==> src/hw/rtl/wwl_pkg.sv <==
// Shared types and constants for the greedy word-wrap line indexer.
// Used by wwl_step, text_word_wrap_line_indexer_core and tb_top; depends on nothing.
package wwl_pkg;

  localparam logic [7:0] CHAR_NL = 8'h0A;
  localparam logic [7:0] CHAR_CR = 8'h0D;
  localparam logic [7:0] CHAR_SP = 8'h20;

  localparam int unsigned WRAP_W  = 8;
  localparam int unsigned LINES_W = 16;
  localparam int unsigned OFFS_W  = 18;

  localparam logic [WRAP_W-1:0]  WRAP_COLUMNS_RESET = 8'd29;
  localparam logic [LINES_W-1:0] MAX_LINES_RESET    = 16'd20000;

  // Configuration register indexes.
  localparam logic REG_WRAP_COLUMNS = 1'b0;
  localparam logic REG_MAX_LINES    = 1'b1;

  typedef struct packed {
    logic                new_line;
    logic [OFFS_W-1:0]   line_offset;
    logic [LINES_W-1:0]  line_index;
    logic                end_of_text;
    logic [LINES_W-1:0]  line_count;
  } result_t;

endpackage

==> src/hw/rtl/wwl_step.sv <==
// Next-state and result logic for one text byte of the word-wrap indexer.
// Depends on wwl_pkg; purely combinational, the state lives in the top level.
module wwl_step import wwl_pkg::*; #(
  parameter int unsigned PW = 19,
  parameter int unsigned MAX_TEXT_BYTES = 262144
) (
  input  logic [7:0]         text_byte,
  input  logic               last_byte,
  input  logic [WRAP_W-1:0]  wrap_columns,
  input  logic [LINES_W-1:0] max_lines,
  input  logic [PW-1:0]      byte_position,
  input  logic [PW-1:0]      current_line_start,
  input  logic [PW-1:0]      last_space_position,
  input  logic               space_seen,
  input  logic               line_pending,
  input  logic [LINES_W-1:0] lines_recorded,
  output logic [PW-1:0]      byte_position_next,
  output logic [PW-1:0]      current_line_start_next,
  output logic [PW-1:0]      last_space_position_next,
  output logic               space_seen_next,
  output logic               line_pending_next,
  output logic [LINES_W-1:0] lines_recorded_next,
  output result_t            result
);

  localparam logic [PW-1:0] MaxPos = PW'(MAX_TEXT_BYTES);

  logic              active;
  logic              is_space;
  logic              is_nl;
  logic [WRAP_W-1:0] cols;
  logic [PW-1:0]     cls_a;
  logic [PW-1:0]     lsp_b;
  logic              seen_b;
  logic [PW-1:0]     column;
  logic [PW-1:0]     space_dist;
  logic              do_wrap;
  logic              near_space;
  logic              rep_req;
  logic [PW-1:0]     rep_pos;
  logic              rep_ok;

  always_comb begin
    active   = byte_position < MaxPos;
    is_space = (text_byte == CHAR_SP) || (text_byte == CHAR_CR);
    is_nl    = (text_byte == CHAR_NL);
    cols     = (wrap_columns == '0) ? WRAP_W'(1) : wrap_columns;

    // A pending line starts at this byte.
    cls_a  = line_pending ? byte_position : current_line_start;
    seen_b = line_pending ? 1'b0 : space_seen;
    lsp_b  = line_pending ? '0 : last_space_position;
    if (!is_nl && is_space) begin
      seen_b = 1'b1;
      lsp_b  = byte_position;
    end

    column     = byte_position - cls_a;
    space_dist = byte_position - lsp_b;
    do_wrap    = !is_nl && (column >= PW'(cols));
    near_space = seen_b && (space_dist < PW'(cols >> 1));

    byte_position_next       = byte_position;
    current_line_start_next  = current_line_start;
    last_space_position_next = last_space_position;
    space_seen_next          = space_seen;
    line_pending_next        = line_pending;
    rep_req                  = 1'b0;
    rep_pos                  = byte_position;

    if (active) begin
      byte_position_next       = byte_position + PW'(1);
      current_line_start_next  = cls_a;
      last_space_position_next = lsp_b;
      space_seen_next          = seen_b;
      line_pending_next        = is_nl;
      rep_req                  = line_pending;
      if (do_wrap) begin
        if (near_space && (lsp_b == byte_position)) begin
          // The wrapping byte is itself the space: the next byte opens the line.
          line_pending_next = 1'b1;
        end else begin
          rep_req                  = 1'b1;
          rep_pos                  = near_space ? lsp_b + PW'(1) : byte_position;
          current_line_start_next  = rep_pos;
          space_seen_next          = 1'b0;
          last_space_position_next = '0;
        end
      end
    end

    rep_ok              = rep_req && (lines_recorded < max_lines);
    lines_recorded_next = rep_ok ? lines_recorded + LINES_W'(1) : lines_recorded;

    result.new_line    = rep_ok;
    result.line_offset = rep_ok ? OFFS_W'(rep_pos) : '0;
    result.line_index  = rep_ok ? lines_recorded : '0;
    result.end_of_text = last_byte;
    result.line_count  = last_byte ? lines_recorded_next : '0;

    if (last_byte) begin
      byte_position_next       = '0;
      current_line_start_next  = '0;
      last_space_position_next = '0;
      space_seen_next          = 1'b0;
      line_pending_next        = 1'b1;
      lines_recorded_next      = '0;
    end
  end

endmodule

==> src/hw/rtl/text_word_wrap_line_indexer_core.sv <==
// Greedy word-wrap line indexer: each accepted input passes the input register and then the
// result register, which holds its result until the output stream takes it. Throughput is
// one item per cycle while the output is not stalled. The byte state update is a single
// compare-and-subtract pass between the input and result registers, so nothing iterates.
// Reset (rst, synchronous) empties both pipeline registers, restores wrap_columns to 29,
// max_lines to 20000, and puts the line state at its start with a line pending.
// Top level; depends on wwl_pkg and wwl_step.
module text_word_wrap_line_indexer_core import wwl_pkg::*; #(
  parameter int unsigned MAX_TEXT_BYTES = 262144
) (
  input  logic         clk,
  input  logic         rst,
  // Configuration write port.
  input  logic         cfg_we,
  input  logic         cfg_index,
  input  logic [15:0]  cfg_data,
  // Input stream.
  input  logic         s_tvalid,
  output logic         s_tready,
  input  logic [7:0]   s_tdata,   // [7:0] text_byte
  input  logic         s_tlast,   // last_byte
  // Output stream.
  output logic         m_tvalid,
  input  logic         m_tready,
  output logic [55:0]  m_tdata,   // [17:0] line_offset, [33:18] line_index,
                                  // [49:34] line_count, [55:50] zero
  output logic         m_tuser,   // new_line
  output logic         m_tlast    // end_of_text
);

  // Positions must hold the byte limit itself, where counting stops.
  localparam int unsigned PW = $clog2(MAX_TEXT_BYTES + 1);

  // Configuration registers.
  logic [WRAP_W-1:0]  wrap_columns;
  logic [LINES_W-1:0] max_lines;

  always_ff @(posedge clk) begin
    if (rst) begin
      wrap_columns <= WRAP_COLUMNS_RESET;
      max_lines    <= MAX_LINES_RESET;
    end else if (cfg_we) begin
      case (cfg_index)
        REG_WRAP_COLUMNS: wrap_columns <= cfg_data[WRAP_W-1:0];
        REG_MAX_LINES:    max_lines    <= cfg_data[LINES_W-1:0];
        default:          ;
      endcase
    end
  end

  // The pipeline moves as a whole when the result register is free or being
  // drained. The input register takes a new item whenever it is empty or
  // about to hand its item on, so bytes stream one per cycle while the output is not stalled.
  logic    in_valid;
  logic    advance;
  logic [7:0] in_byte;
  logic    in_last;

  assign advance  = !m_tvalid || m_tready;
  assign s_tready = !in_valid || advance;

  always_ff @(posedge clk) begin
    if (rst) begin
      in_valid <= 1'b0;
    end else if (s_tready) begin
      in_valid <= s_tvalid;
    end
  end

  always_ff @(posedge clk) begin
    if (s_tready && s_tvalid) begin
      in_byte <= s_tdata;
      in_last <= s_tlast;
    end
  end

  // Line state, updated once per item as it leaves the input register.
  logic [PW-1:0]      byte_position,       byte_position_next;
  logic [PW-1:0]      current_line_start,  current_line_start_next;
  logic [PW-1:0]      last_space_position, last_space_position_next;
  logic               space_seen,          space_seen_next;
  logic               line_pending,        line_pending_next;
  logic [LINES_W-1:0] lines_recorded,      lines_recorded_next;
  result_t            step_result;
  result_t            out_result;
  logic               consume;

  wwl_step #(
    .PW             (PW),
    .MAX_TEXT_BYTES (MAX_TEXT_BYTES)
  ) u_step (
    .text_byte                (in_byte),
    .last_byte                (in_last),
    .wrap_columns             (wrap_columns),
    .max_lines                (max_lines),
    .byte_position            (byte_position),
    .current_line_start       (current_line_start),
    .last_space_position      (last_space_position),
    .space_seen               (space_seen),
    .line_pending             (line_pending),
    .lines_recorded           (lines_recorded),
    .byte_position_next       (byte_position_next),
    .current_line_start_next  (current_line_start_next),
    .last_space_position_next (last_space_position_next),
    .space_seen_next          (space_seen_next),
    .line_pending_next        (line_pending_next),
    .lines_recorded_next      (lines_recorded_next),
    .result                   (step_result)
  );

  assign consume = in_valid && advance;

  always_ff @(posedge clk) begin
    if (rst) begin
      byte_position       <= '0;
      current_line_start  <= '0;
      last_space_position <= '0;
      space_seen          <= 1'b0;
      line_pending        <= 1'b1;
      lines_recorded      <= '0;
    end else if (consume) begin
      byte_position       <= byte_position_next;
      current_line_start  <= current_line_start_next;
      last_space_position <= last_space_position_next;
      space_seen          <= space_seen_next;
      line_pending        <= line_pending_next;
      lines_recorded      <= lines_recorded_next;
    end
  end

  // Result register.
  always_ff @(posedge clk) begin
    if (rst) begin
      m_tvalid <= 1'b0;
    end else if (advance) begin
      m_tvalid <= in_valid;
    end
  end

  always_ff @(posedge clk) begin
    if (consume) begin
      out_result <= step_result;
    end
  end

  assign m_tdata = {6'b0, out_result.line_count, out_result.line_index,
                    out_result.line_offset};
  assign m_tuser = out_result.new_line;
  assign m_tlast = out_result.end_of_text;

endmodule

==> config.mk <==
export PLATFORM = sky130hd
export DESIGN_NAME = text_word_wrap_line_indexer_core
export DESIGN_NICKNAME = d
export VERILOG_FILES = /design/src/hw/rtl/wwl_pkg.sv /design/src/hw/rtl/wwl_step.sv /design/src/hw/rtl/text_word_wrap_line_indexer_core.sv
export SDC_FILE = /design/constraint.sdc
export NUM_CORES = 1
export LEC_CHECK = 0
export ABC_AREA = 1
export ABC_CLOCK_PERIOD_IN_PS = 4350
export BUFFER_PORTS_ARGS = -buffer_cell sky130_fd_sc_hd__buf_4
export CAP_MARGIN = 0
export CORE_UTILIZATION = 25
export CTS_CLUSTER_DIAMETER = 200
export DETAILED_ROUTE_END_ITERATION = 6
export HOLD_SLACK_MARGIN = 0.1
export PLACE_DENSITY = 0.45
export SYNTH_ARGS = -nofsm -noshare
export SYNTH_HDL_FRONTEND = slang
export SYNTH_SLANG_ARGS = --single-unit
export TNS_END_PERCENT = 20
==> constraint.sdc <==
create_clock -name clk -period 4.35 [get_ports clk]
set_clock_uncertainty 0.15 [all_clocks]
set_input_delay 0.6525 -clock clk [delete_from_list [all_inputs] [get_ports clk]]
set_output_delay 0.6525 -clock clk [all_outputs]
set_load 0.02 [all_outputs]
# --- After elaboration in Yosys (flattened, before gate mapping) ---
# Index checks and enable logic that the tools add are counted.
op_classes:
  n_addsub: 5
  n_lt_le_gt_ge: 4
  n_eq_ne: 4
  muxes: 33
  bitwise_logic: 1
  n_reduce_logical: 18
op_table:
  columns: ["cell", "count"]
  rows:
  - ["19-bit 2-to-1 mux", 14]
  - ["18-bit 2-to-1 mux", 3]
  - ["19-bit by 1-bit adder with 19-bit output, second input constant", 2]
  - ["19-bit subtractor", 2]
  - ["16-bit 2-to-1 mux", 2]
  - ["19-bit == test", 1]
  - ["19-bit by 8-bit greater-or-equal comparator with 1-bit output", 1]
  - ["19-bit less-than comparator, second input constant", 1]
  - ["19-bit by 7-bit less-than comparator with 1-bit output", 1]
  - ["16-bit by 1-bit adder with 16-bit output, second input constant", 1]
  - ["8-bit by 4-bit == test with 1-bit output, second input constant", 2]
  - ["16-bit less-than comparator", 1]
  - ["1-bit 2-to-1 mux", 13]
  - ["8-bit by 6-bit == test with 1-bit output, second input constant", 1]
  - ["8-bit zero test", 1]
  - ["8-bit 2-to-1 mux", 1]
  - ["1-bit logical AND", 7]
  - ["2-bit AND reduction", 3]
  - ["1-bit zero test", 3]
  - ["1-bit logical OR", 3]
  - ["2-bit nonzero test", 1]
  - ["1-bit NOT", 1]
word_totals:
  reg_bits: 162
  word_cells: 82

# --- Depth between registers and ports, before layout ---
# Gate-level depths: netlist of run 1.
depth:
  word_depth: 14
  mapped_depth: 34

# --- Hierarchy ---
# Synthesis of run 1 repeated with hierarchy kept, for this count alone.
unflattened:
  hier_cells: 1902
  hier_area_um2: 12529.5
modules_own_cells:
  columns: ["mod", "instances", "cells_each", "area_per_inst_um2", "seq_area_each_um2"]
  rows:
  - ["wwl_step", 1, 1227, 6417.4, 0.0]
  - ["text_word_wrap_line_indexer_core", 1, 675, 6112.1, 3853.7]

# --- Least setup slack after synthesis of run 1 ---
# Ideal clock, no wire load.
synth_timing:
  path_type: "register to register"
  start: "register line_pending"
  end: "register out_result (netlist bit m_tdata[15]) (data pin)"
  setup_ns: 0.267
  arrival_time_ns: 4.119
  slack_ns: -0.185
  stages_incl_launch_ff: 32
  period_less_slack_ns: 4.535
  cell_sequence: "dfxtp_1 clkbuf_1 clkbuf_1 o21ai_0 inv_1 ha_1 inv_1 fa_1 nand3_1 nand2_1 xnor2_1 inv_1 ha_1 a21oi_1 nor2_1 a211oi_1 o21ai_0 a21o_1 nor2_1 nand3_1 nor2_1 nand4_1 nor2_1 nor2_1 nand2_4 nand2_4 nand2_2 buf_6 inv_2 buf_4 o21ai_1 a21oi_1"
synth_via:
  elab_chain_len: 10
  word_cells_on_any_way: 22
synth_rtl:
  columns: ["item", "line", "rtl"]
  rows:
  - ["start, declared", "text_word_wrap_line_indexer_core.sv:82", "logic line_pending, line_pending_next;"]
  - ["start signal, assigned", "text_word_wrap_line_indexer_core.sv:126", "line_pending <= line_pending_next;"]
  - ["19-bit 2-to-1 mux", "wwl_step.sv:52", "lsp_b = line_pending ? '0 : last_space_position;"]
  - ["19-bit 2-to-1 mux", "wwl_step.sv:53", "if (!is_nl && is_space) begin"]
  - ["19-bit subtractor", "wwl_step.sv:59", "space_dist = byte_position - lsp_b;"]
  - ["19-bit by 7-bit less-than comparator with 1-bit output", "wwl_step.sv:61", "near_space = seen_b && (space_dist < PW'(cols >> 1));"]
  - ["1-bit logical AND", "wwl_step.sv:61", null]
  - ["1-bit logical AND", "wwl_step.sv:79", "if (near_space && (lsp_b == byte_position)) begin"]
  - ["1-bit 2-to-1 mux", "wwl_step.sv:79", null]
  - ["1-bit 2-to-1 mux *", "wwl_step.sv:78", "if (do_wrap) begin"]
  - ["1-bit 2-to-1 mux *", "wwl_step.sv:71", "if (active) begin"]
  - ["1-bit logical AND *", "wwl_step.sv:92", "rep_ok = rep_req && (lines_recorded < max_lines);"]
  - ["named net u_step.rep_ok", "wwl_step.sv:41", "logic rep_ok;"]
  - ["end signal, assigned", "text_word_wrap_line_indexer_core.sv:142", "out_result <= step_result;"]
  - ["end, declared", "text_word_wrap_line_indexer_core.sv:85", "result_t out_result;"]
# The timed path passes the listed nets; every way through them passes the cells marked *.
# A chain may end at the register's enable or synchronous reset.

# --- Final worst setup path of run 1 ---
layout_timing:
  start: "register in_byte[2]"
  end: "register out_result (netlist bit m_tdata[23]) (data pin)"
layout_via:
  elab_chain_len: 12
  word_cells_on_any_way: 18
layout_rtl:
  columns: ["item", "line", "rtl"]
  rows:
  - ["start, declared", "text_word_wrap_line_indexer_core.sv:56", "logic [7:0] in_byte;"]
  - ["start signal, assigned", "text_word_wrap_line_indexer_core.sv:72", "in_byte <= s_tdata;"]
  - ["8-bit by 4-bit == test with 1-bit output (tied with other cells)", "wwl_step.sv:46", "is_nl = (text_byte == CHAR_NL);"]
  - ["1-bit zero test / 1-bit logical OR (equally long branches)", "wwl_step.sv:53, wwl_step.sv:60, wwl_step.sv:45", null]
  - ["1-bit logical AND", "wwl_step.sv:53", null]
  - ["19-bit 2-to-1 mux", "wwl_step.sv:53", null]
  - ["19-bit subtractor", "wwl_step.sv:59", null]
  - ["19-bit by 7-bit less-than comparator with 1-bit output", "wwl_step.sv:61", null]
  - ["1-bit logical AND", "wwl_step.sv:61", null]
  - ["1-bit logical AND", "wwl_step.sv:79", null]
  - ["1-bit 2-to-1 mux", "wwl_step.sv:79", null]
  - ["1-bit 2-to-1 mux *", "wwl_step.sv:78", null]
  - ["1-bit 2-to-1 mux *", "wwl_step.sv:71", null]
  - ["1-bit logical AND *", "wwl_step.sv:92", null]
# Every way passes the cells marked *; elsewhere a longest branch is shown, timed or not.

==> results of run 1 <==
## worst max-delay path: cells and delay by family (launching register included)
family / cells / cell delay [ps]
fa+ha+maj: 2 / 560
xor+xnor: 1 / 170
flops: 1 / 460
buf+inv: 5 / 620
compound gates: 3 / 490
simple gates: 16 / 1680
## cell usage in the layout, fill, tap and decap left out, types with 13 or more instances in the layout
cell type  instances
ha_1              62
nor2_1           105
edfxtp_1          61
o21ai_1           39
xor2_1            38
inv_2             16
nand2_4           14
a21oi_2           22
nand4_1           21
o211ai_1          13
nand2_2           23
a21oi_1          158
nor3_1            21
nor2_2            18
o21ai_0           58
clkbuf_16         18
buf_6             14
nand3_1           84
nand2_1          290
dfxtp_1          100
buf_4            221
inv_1            148
## routing by layer
layer,global-route usage,vias to the layer above,wire length (um)
met5,0,-,0
met4,0.0609,0,892
met3,0.0263,57,1650
met2,0.291,243,17700
met1,0.229,5006,17500
li1,-,5420,-
## area by class of cell
class / instances / area share
Timing Repair Buffer: 244 / 0.140
Tap cell: 539 / 0.0474
Sequential cell: 162 / 0.271
Inverter: 168 / 0.0446
Clock inverter: 14 / 0.0105
Clock buffer: 18 / 0.0301
Multi-Input combinational cell: 1095 / 0.456
## metrics by stage
step                      hold WS (ps)  instances
after floorplan                    281       1480
after global routing               203       2240
final                              215       2240
after global placement             295       2186
after detailed placement           303       2186
after CTS                          190       2236
## logic make-up (layout without fill, tap and decap cells)
family / count (synthesis) / in the layout / synth area share
buffers and inverters: 223 / 444 / 0.0844
AOI/OAI and AO/OA: 349 / 349 / 0.179
DFF: 162 / 162 / 0.359
xor gates and xnor gates: 45 / 45 / 0.0367
other: 1 / 6 / 0.000349
adders and majority gates: 68 / 68 / 0.0800
muxes: 1 / 1 / 0.000933
and+or+nand+nor: 626 / 626 / 0.259
## flip-flops by register name (all words and copies together), names as in the netlist, 8 cells and up
register and cells:
byte_position 19, current_line_start 19, in_byte 8, last_space_position 19, lines_recorded 16, m_tdata 50, max_lines 16, wrap_columns 8
## timing repair
item                                    CTS  global route
hold endpoints to repair                  0             0
resized for setup                        59           116
buffers inserted                         18             2
endpoints found under the setup margin   87           107
gates cloned                              3             2
pin swaps                                30            37
## power groups by stage
stage	sequential, W	combinational, W	clock [W]
final	0.00164	0.000581	0.00153
after CTS	0.00164	0.000571	0.00158
after global placement	0.00167	0.000556	0
after floorplan	0.00169	0.000307	0
after detailed placement	0.00167	0.000558	0
after global routing	0.00164	0.000640	0.00162
## path summary, 6_finish.rpt
kind / slack (ps) / start / to / cells after the start
worst max-delay path: 1 / in_byte[2] / m_tdata[23] / 27
worst max register to register: 1 / in_byte[2] / m_tdata[23] / 27
worst min-delay path: 220 / s_tdata[0] / in_byte[0] / 1
worst min register to register: 310 / max_lines[3] / max_lines[3] / 2
==> results.sh, run 1 <==
export IMPL_insertion_delay_ps=460
export IMPL_synth_top_cell_by_area="dfxtp_1"
export IMPL_synth_cell_types=56
export IMPL_synthCells=1475
export IMPL_portBuffers=84
export IMPL_fmax_mhz=230
export IMPL_synthFlopType="dfxtp_1"
export IMPL_die_area_mm2=0.0438
export IMPL_p_sw_frac=0.293
export IMPL_syn_mean_instance_area_um2=7.28
export IMPL_worstMarginPinSlew_ps=835
export IMPL_synthTopCellsByArea="dfxtp_1 19%, edfxtp_1 17%, nand2_1 11%"
export IMPL_placed_area_mm2=0.0129
export IMPL_pin_count=91
export IMPL_dpl_hpwl_um=28900
export IMPL_hold_viol=0
export IMPL_power_w=0.00375
export IMPL_drive_above_1_share=0.250
export IMPL_synthTopCellsByCount="320 x nand2_1, 185 x a21oi_1, 153 x inv_1"
export IMPL_wirelength_um=37700
export IMPL_clkPwrFrac=0.409
export IMPL_clock_path_buffers=2
export IMPL_yosys_warnings=0
export IMPL_antenna_found_initial=0
export IMPL_p_comb_frac=0.155
export IMPL_internal_power_w=0.00265
export IMPL_pwr_share_seq=0.436
export IMPL_synth_seq_cells=162
export IMPL_start_kind="flip-flop"
export IMPL_multiInputGateArea_mm2=0.00650
export IMPL_nets=1787
export IMPL_holdCritPathClass="in -> reg"
export IMPL_first_pass_iters=6
export IMPL_place_congestion=0.879
export IMPL_htreeDepth=4
export IMPL_setup_slack_ps=1.26
export IMPL_cellPowerDensity_mw_per_mm2=263
export IMPL_start_util=0.255
export IMPL_grt_overflow_total=0
export IMPL_p_sw_w=0.00110
export IMPL_synth_edf_count=61
export IMPL_groute_usage_overall=0.175
export IMPL_critPathCaptureType="flip-flop"
export IMPL_finalMaxSlewViolations=0
export IMPL_crit_arrival_ps=4410
export IMPL_viasPerCell=4.79
export IMPL_grt_pass1_vias=10300
export IMPL_grt_first_pass_wirelength_um=58600
export IMPL_fillers=4447
export IMPL_critPathMaxFanout=11
export IMPL_synth_cell_area_mm2=0.0107
export IMPL_cp_slowest_stage_delay_ps=460
export IMPL_min_period_over_period=1.00
export IMPL_cap_violations=0
export IMPL_ant_nets=0
export IMPL_synth_most_common_cell="nand2_1"
export IMPL_seq_area_mm2=0.00385
export IMPL_worstPathRequired_ps=4410
export IMPL_cp_common_cell="buf_6"
export IMPL_antennaDiodeCount=0
export IMPL_std_cell_rows=75
export IMPL_grt_max_degree=59
export IMPL_coreArea_mm2=0.0421
export IMPL_pre_cts_ws_ps=-226
export IMPL_status="complete, no violations"
export IMPL_synth_seq_area_share=0.359
export IMPL_rsz0062_at_grt="yes"
export IMPL_num_vias=10700
export IMPL_setup_violations=0
export IMPL_clkTransAtPathRegs_ps=70
export IMPL_drt_iter0_markers=728
export IMPL_ir_worst_vdd_v=0.000267
export IMPL_cts_buffers=17
export IMPL_cts_tree="yes"
export IMPL_die_width_um=209
export IMPL_cts_sinks=162
export IMPL_slowest_stage="edfxtp_1"
export IMPL_design_area_mm2=0.0142
export IMPL_synthArstFlopShare=0
export IMPL_wl_per_cell_um=16.8
export IMPL_drc=0
export IMPL_final_util=0.338
export IMPL_die_h_um=209
export IMPL_cts_hold_buf=0
export IMPL_period_needed_ps=4350
export IMPL_cts_root_buf="clkbuf_16"
export IMPL_setup_worst_path_class="reg -> reg"
export IMPL_setup_tns_ps=0
export IMPL_p_leak_nw=6.46
export IMPL_area_delta_synth_final_pct=32.7
export IMPL_synth_top_cell_area_share=0.188
export IMPL_relSlewSlack=0.443
Note: power is estimated with default switching activity, not from simulation.
==> run 2: changes to the inputs <==
--- a/config.mk
+++ b/config.mk
@@ -9,6 +9,7 @@
 export ABC_CLOCK_PERIOD_IN_PS = 4350
 export BUFFER_PORTS_ARGS = -buffer_cell sky130_fd_sc_hd__buf_4
 export CAP_MARGIN = 0
+export CORE_ASPECT_RATIO = 2
 export CORE_UTILIZATION = 25
 export CTS_CLUSTER_DIAMETER = 200
 export DETAILED_ROUTE_END_ITERATION = 6
==> run 2 against run 1 <==
- the run now ends with setup timing left
- clock power about the same
- sequential share of layout area decreased by 0.74 points
- non-clock buffer count increased by 49
- combinational power increased by 11%
- largest power group unchanged
- highest routed layer unchanged
==> results.sh, run 2 (synthesized netlist as in run 1, its figures left out) <==
export IMPL_period_needed_ps=4470
export IMPL_setup_violations=102
export IMPL_multiInputGateArea_mm2=0.00648
export IMPL_relSlewSlack=0.346
export IMPL_critPathMaxFanout=11
export IMPL_grt_overflow_total=0
export IMPL_antenna_found_initial=1
export IMPL_nets=1836
export IMPL_clkTransAtPathRegs_ps=70
export IMPL_wl_met1_um=13100
export IMPL_cellPowerDensity_mw_per_mm2=260
export IMPL_area_delta_synth_final_pct=36.6
export IMPL_failed_checks="setup timing"
export IMPL_min_period_over_period=1.03
export IMPL_worstPathRequired_ps=4390
export IMPL_internal_power_w=0.00273
export IMPL_hold_viol=0
export IMPL_final_common_cell="nand2_1"
export IMPL_pin_count=91
export IMPL_most_common_layout_cells="295 x nand2_1, 268 x buf_4, 158 x a21oi_1"
export IMPL_die_width_um=149
export IMPL_setup_slack_ps=-124
export IMPL_power_w=0.00380
export IMPL_cts_tree="yes"
export IMPL_rsz0062_at_grt="yes"
export IMPL_coreArea_mm2=0.0424
export IMPL_ant_nets=0
export IMPL_route_met2_wl_um=25200
export IMPL_htreeDepth=4
export IMPL_fin_cells=2295
export IMPL_grt_first_pass_wirelength_um=63800
export IMPL_p_leak_nw=6.61
export IMPL_dpl_hpwl_um=34100
export IMPL_cap_violations=0
export IMPL_pwr_share_seq=0.431
export IMPL_fillers=4483
export IMPL_die_h_um=295
export IMPL_crit_arrival_ps=4520
export IMPL_worstMarginPinSlew_ps=972
export IMPL_fmax_mhz=224
export IMPL_start_kind="flip-flop"
export IMPL_maxUsedRoutingLayer="met4"
export IMPL_wl_per_cell_um=18.7
export IMPL_setup_worst_path_class="reg -> reg"
export IMPL_largest_reg_flops=50
export IMPL_wirelength_um=42900
export IMPL_p_sw_w=0.00107
export IMPL_drive_above_1_share=0.269
export IMPL_cts_root_buf="clkbuf_16"
export IMPL_std_cell_rows=107
export IMPL_finalMaxSlewViolations=0
export IMPL_clkPwrFrac=0.399
export IMPL_cts_buffers=17
export IMPL_first_pass_iters=7
export IMPL_p_sw_frac=0.282
export IMPL_cts_sinks=162
export IMPL_viasPerCell=4.84
export IMPL_drc=0
export IMPL_drt_iter0_markers=407
export IMPL_cts_hold_buf=0
export IMPL_start_util=0.253
export IMPL_wl_met3_um=1160
export IMPL_critPathCaptureType="flip-flop"
export IMPL_clock_path_buffers=2
export IMPL_place_congestion=0.949
export IMPL_holdCritPathClass="in -> reg"
export IMPL_status="finished, violations left"
export IMPL_antennaDiodeCount=0
export IMPL_insertion_delay_ps=460
export IMPL_num_vias=11100
export IMPL_dp_cells=2245
export IMPL_die_area_mm2=0.0438
export IMPL_ir_worst_vdd_v=0.000257
export IMPL_p_comb_frac=0.170
export IMPL_seq_area_mm2=0.00386
export IMPL_groute_usage_overall=0.201
export IMPL_grt_pass1_vias=11300
export IMPL_portBuffers=84
export IMPL_grt_max_degree=59
[run 2: critical path, cell delays in order (launching register included)]
cell      delay (ps)
edfxtp_1         410
nor2_4            70
buf_6            120
nand4_4          100
nand2_4           70
nor2_4           170
buf_4            240
inv_2            120
o22ai_1          180
inv_1            120
ha_1             340
nand2_1          130
nor4_1           340
buf_4            170
nand2_1          120
nand3_1          110
nand3_1           90
nor2_2           170
buf_4            160
nand4_4          140
nand2_4          140
nand2_4           80
nand2_8          130
buf_12           170
nand2_2           60
nand2_1           70
nor2_1            40
[run 2: path summary, 6_finish.rpt]
kind,from,endpoint,slack (ps),depth (start not counted)
setup / recovery,in_byte[6],m_tdata[34],-120,26
hold / removal,s_tdata[4],in_byte[4],210,1
setup reg to reg,in_byte[6],m_tdata[34],-120,26
hold reg to reg,max_lines[15],max_lines[15],310,2
[run 2: what timing repair did]
| action | in CTS | in global routing |
|---|---|---|
| setup endpoints to repair | 107 | 107 |
| resized for setup | 76 | 98 |
| pin swaps | 29 | 29 |
| setup buffers | 10 | 6 |
| cloned | 3 | 0 |
[run 2: layer usage]
layer	global-route usage	up-vias
met5	0	-
met3	0.0281	132
li1	-	5504
met4	0.158	0
met2	0.419	303
met1	0.160	5165
[run 2: power groups by stage]
stage	logic [W]	clock network (W)	registers, W
global placement	0.000610	0	0.00167
finish	0.000647	0.00152	0.00164
CTS	0.000623	0.00154	0.00164
floorplan	0.000307	0	0.00169
detailed placement	0.000611	0	0.00168
global route	0.000703	0.00159	0.00164
[run 2: stage by stage]
step	hold slack (ps)	area [um2]	utilization	setup WS, ps	setup TNS [ps]
after detailed placement	304	13300	0.313	-685	-44890
after floorplan	281	10800	-	11.6	0
after global routing	192	14700	0.345	-363	-32460
final	213	14700	0.345	-124	-7290
after global placement	299	13300	0.313	-744	-49850
after CTS	193	14200	0.335	-226	-16380
[run 2: layout make-up]
type                       count  share of cell area
clock buffer                  21              0.0307
clock inverter                11             0.00768
inverter                     168              0.0439
multi-input combinational   1095               0.442
sequential                   162               0.263
tap                          545              0.0465
timing repair buffer         293               0.166
==> run 3: changes to the inputs <==
--- a/config.mk
+++ b/config.mk
@@ -9,12 +9,14 @@
 export ABC_CLOCK_PERIOD_IN_PS = 4350
 export BUFFER_PORTS_ARGS = -buffer_cell sky130_fd_sc_hd__buf_4
 export CAP_MARGIN = 0
+export CELL_PAD_IN_SITES_DETAIL_PLACEMENT = 1
+export CELL_PAD_IN_SITES_GLOBAL_PLACEMENT = 1
 export CORE_ASPECT_RATIO = 2
 export CORE_UTILIZATION = 25
 export CTS_CLUSTER_DIAMETER = 200
 export DETAILED_ROUTE_END_ITERATION = 6
 export HOLD_SLACK_MARGIN = 0.1
-export PLACE_DENSITY = 0.45
+export PLACE_DENSITY = 0.56
 export SYNTH_ARGS = -nofsm -noshare
 export SYNTH_HDL_FRONTEND = slang
 export SYNTH_SLANG_ARGS = --single-unit
==> run 3 against run 2 <==
- the flow finishes with violations (DRC, setup timing)
- cell area increased by 1.5%
- register-to-register slack got worse by 50 ps
- cell count increased by 0.65%
- clock-buffer cell count increased by 2
- critical endpoint unchanged
- highest routed layer unchanged
==> results.sh, run 3 (synthesized netlist as in run 1, its figures left out) <==
export IMPL_wirelength_um=45600
export IMPL_portBuffers=84
export IMPL_cts_sinks=162
export IMPL_drc=2
export IMPL_std_cell_rows=107
export IMPL_insertion_delay_ps=460
export IMPL_rr_worst_depth=32
export IMPL_viasPerCell=4.94
export IMPL_antennaDiodeCount=0
export IMPL_rsz0062_at_grt="yes"
export IMPL_cellPowerDensity_mw_per_mm2=256
export IMPL_clkPwrFrac=0.397
export IMPL_hold_viol=0
export IMPL_coreArea_mm2=0.0424
export IMPL_cts_tree="yes"
export IMPL_cp_slowest_stage_delay_ps=390
export IMPL_grt_pass1_vias=12400
export IMPL_min_to="in_byte[5]"
export IMPL_setup_worst_path_class="reg -> reg"
export IMPL_setup_slack_ps=-177
export IMPL_p_leak_nw=6.80
export IMPL_rrSetupSlack_ps=-180
export IMPL_cpLargestDelayFamily="simple AND/OR/NAND/NOR gates"
export IMPL_htreeDepth=4
export IMPL_nets=1851
export IMPL_p_comb_frac=0.173
export IMPL_setup_violations=98
export IMPL_r2r_start="in_byte[2]"
export IMPL_worstPathRequired_ps=4390
export IMPL_grt_overflow_total=0
export IMPL_dpl_hpwl_um=36700
export IMPL_setup_tns_ps=-10670
export IMPL_fmax_mhz=221
export IMPL_cap_violations=0
export IMPL_drt_iter0_markers=288
export IMPL_holdCritStartpoint="s_tdata[5]"
export IMPL_final_common_cell="nand2_1"
export IMPL_first_pass_iters=6
export IMPL_whs_path_depth=1
export IMPL_fin_cells=2310
export IMPL_grt_max_degree=59
export IMPL_wl_per_cell_um=19.8
export IMPL_die_h_um=295
export IMPL_drive_above_1_share=0.281
export IMPL_place_congestion=0.873
export IMPL_worstMarginPinSlew_ps=1050
export IMPL_num_vias=11400
export IMPL_largest_reg_flops=50
export IMPL_failed_checks="DRC, setup timing"
export IMPL_area_delta_synth_final_pct=38.6
export IMPL_start_kind="flip-flop"
export IMPL_p_sw_frac=0.286
export IMPL_cp_common_cell="nand2_4"
export IMPL_status="finished, violations left"
export IMPL_slowest_stage="edfxtp_1"
export IMPL_grt_first_pass_wirelength_um=68500
export IMPL_critPathCaptureType="flip-flop"
export IMPL_critPathMaxFanout=7
export IMPL_ant_nets=0
export IMPL_clock_path_buffers=2
export IMPL_holdCritPathClass="in -> reg"
export IMPL_dp_cells=2263
export IMPL_min_period_over_period=1.04
export IMPL_internal_power_w=0.00272
export IMPL_die_area_mm2=0.0438
export IMPL_ir_worst_vdd_v=0.000256
export IMPL_pwr_share_seq=0.430
export IMPL_start_util=0.253
export IMPL_critPathBufInv=4
export IMPL_cts_root_buf="clkbuf_16"
export IMPL_holdWs_ps=217
export IMPL_finalMaxSlewViolations=0
export IMPL_period_needed_ps=4530
export IMPL_p_sw_w=0.00109
export IMPL_most_common_layout_cells="287 x nand2_1, 279 x buf_4, 152 x a21oi_1"
export IMPL_clkTransAtPathRegs_ps=70
export IMPL_relSlewSlack=0.296
export IMPL_pin_count=91
export IMPL_reg2reg_to="m_tdata[34]"
export IMPL_die_width_um=149
export IMPL_groute_usage_overall=0.213
export IMPL_pre_cts_ws_ps=-728
export IMPL_crit_arrival_ps=4570
export IMPL_antenna_found_initial=2
export IMPL_cts_buffers=17
## run 3: per-layer routing
layer  up-vias  track usage  part of all wire
li1       5524            -                 -
met1      5469        0.165              0.30
met2       254        0.456              0.60
met3       156       0.0215             0.021
met4         0        0.161             0.084
met5         -            0                 0
## run 3: worst max-delay path by stage
| stage | from | to | slack, ps | cells after the start |
|---|---|---|---|---|
| floorplan | line_pending | m_tdata[15] | 10 | 31 |
| global placement | in_byte[1] | m_tdata[12] | -580 | 31 |
| detailed placement | in_byte[5] | m_tdata[12] | -730 | 28 |
| CTS | in_byte[1] | m_tdata[15] | -270 | 33 |
| global route | in_byte[1] | m_tdata[35] | -470 | 30 |
| finish | in_byte[2] | m_tdata[34] | -180 | 32 |
## run 3: timing repair
item,4_1_cts,5_1_grt
setup endpoints to repair,107,107
cloned,2,2
gates resized for setup,113,72
hold buffers,0,0
buffers inserted,10,4
pin swaps,42,44
## run 3: power by group through the flow
stage          Combinational [W]  Clock [W]  Sequential (W)
2_1_floorplan           0.000307          0         0.00169
3_3_place_gp            0.000640          0         0.00167
3_5_place_dp            0.000649          0         0.00167
4_1_cts                 0.000660    0.00155         0.00164
5_1_grt                 0.000722    0.00160         0.00164
6_report                0.000660    0.00151         0.00164
## run 3: through the flow
stage / cell area [um2] / total power [W] / util
after floorplan: 10800 / 0.00200 / -
after global placement: 13500 / 0.00231 / 0.317
after detailed placement: 13500 / 0.00232 / 0.317
after CTS: 14600 / 0.00385 / 0.343
after global routing: 14900 / 0.00396 / 0.350
final: 14900 / 0.00381 / 0.350
## run 3: final cells by class
class	count	area [um2]
fill	5144	27600
sequential	162	3850
tap	545	682
inverter	168	641
clock buffer	23	479
clock inverter	9	77.6
timing repair buffer	308	2550
multi-input combinational	1095	6580
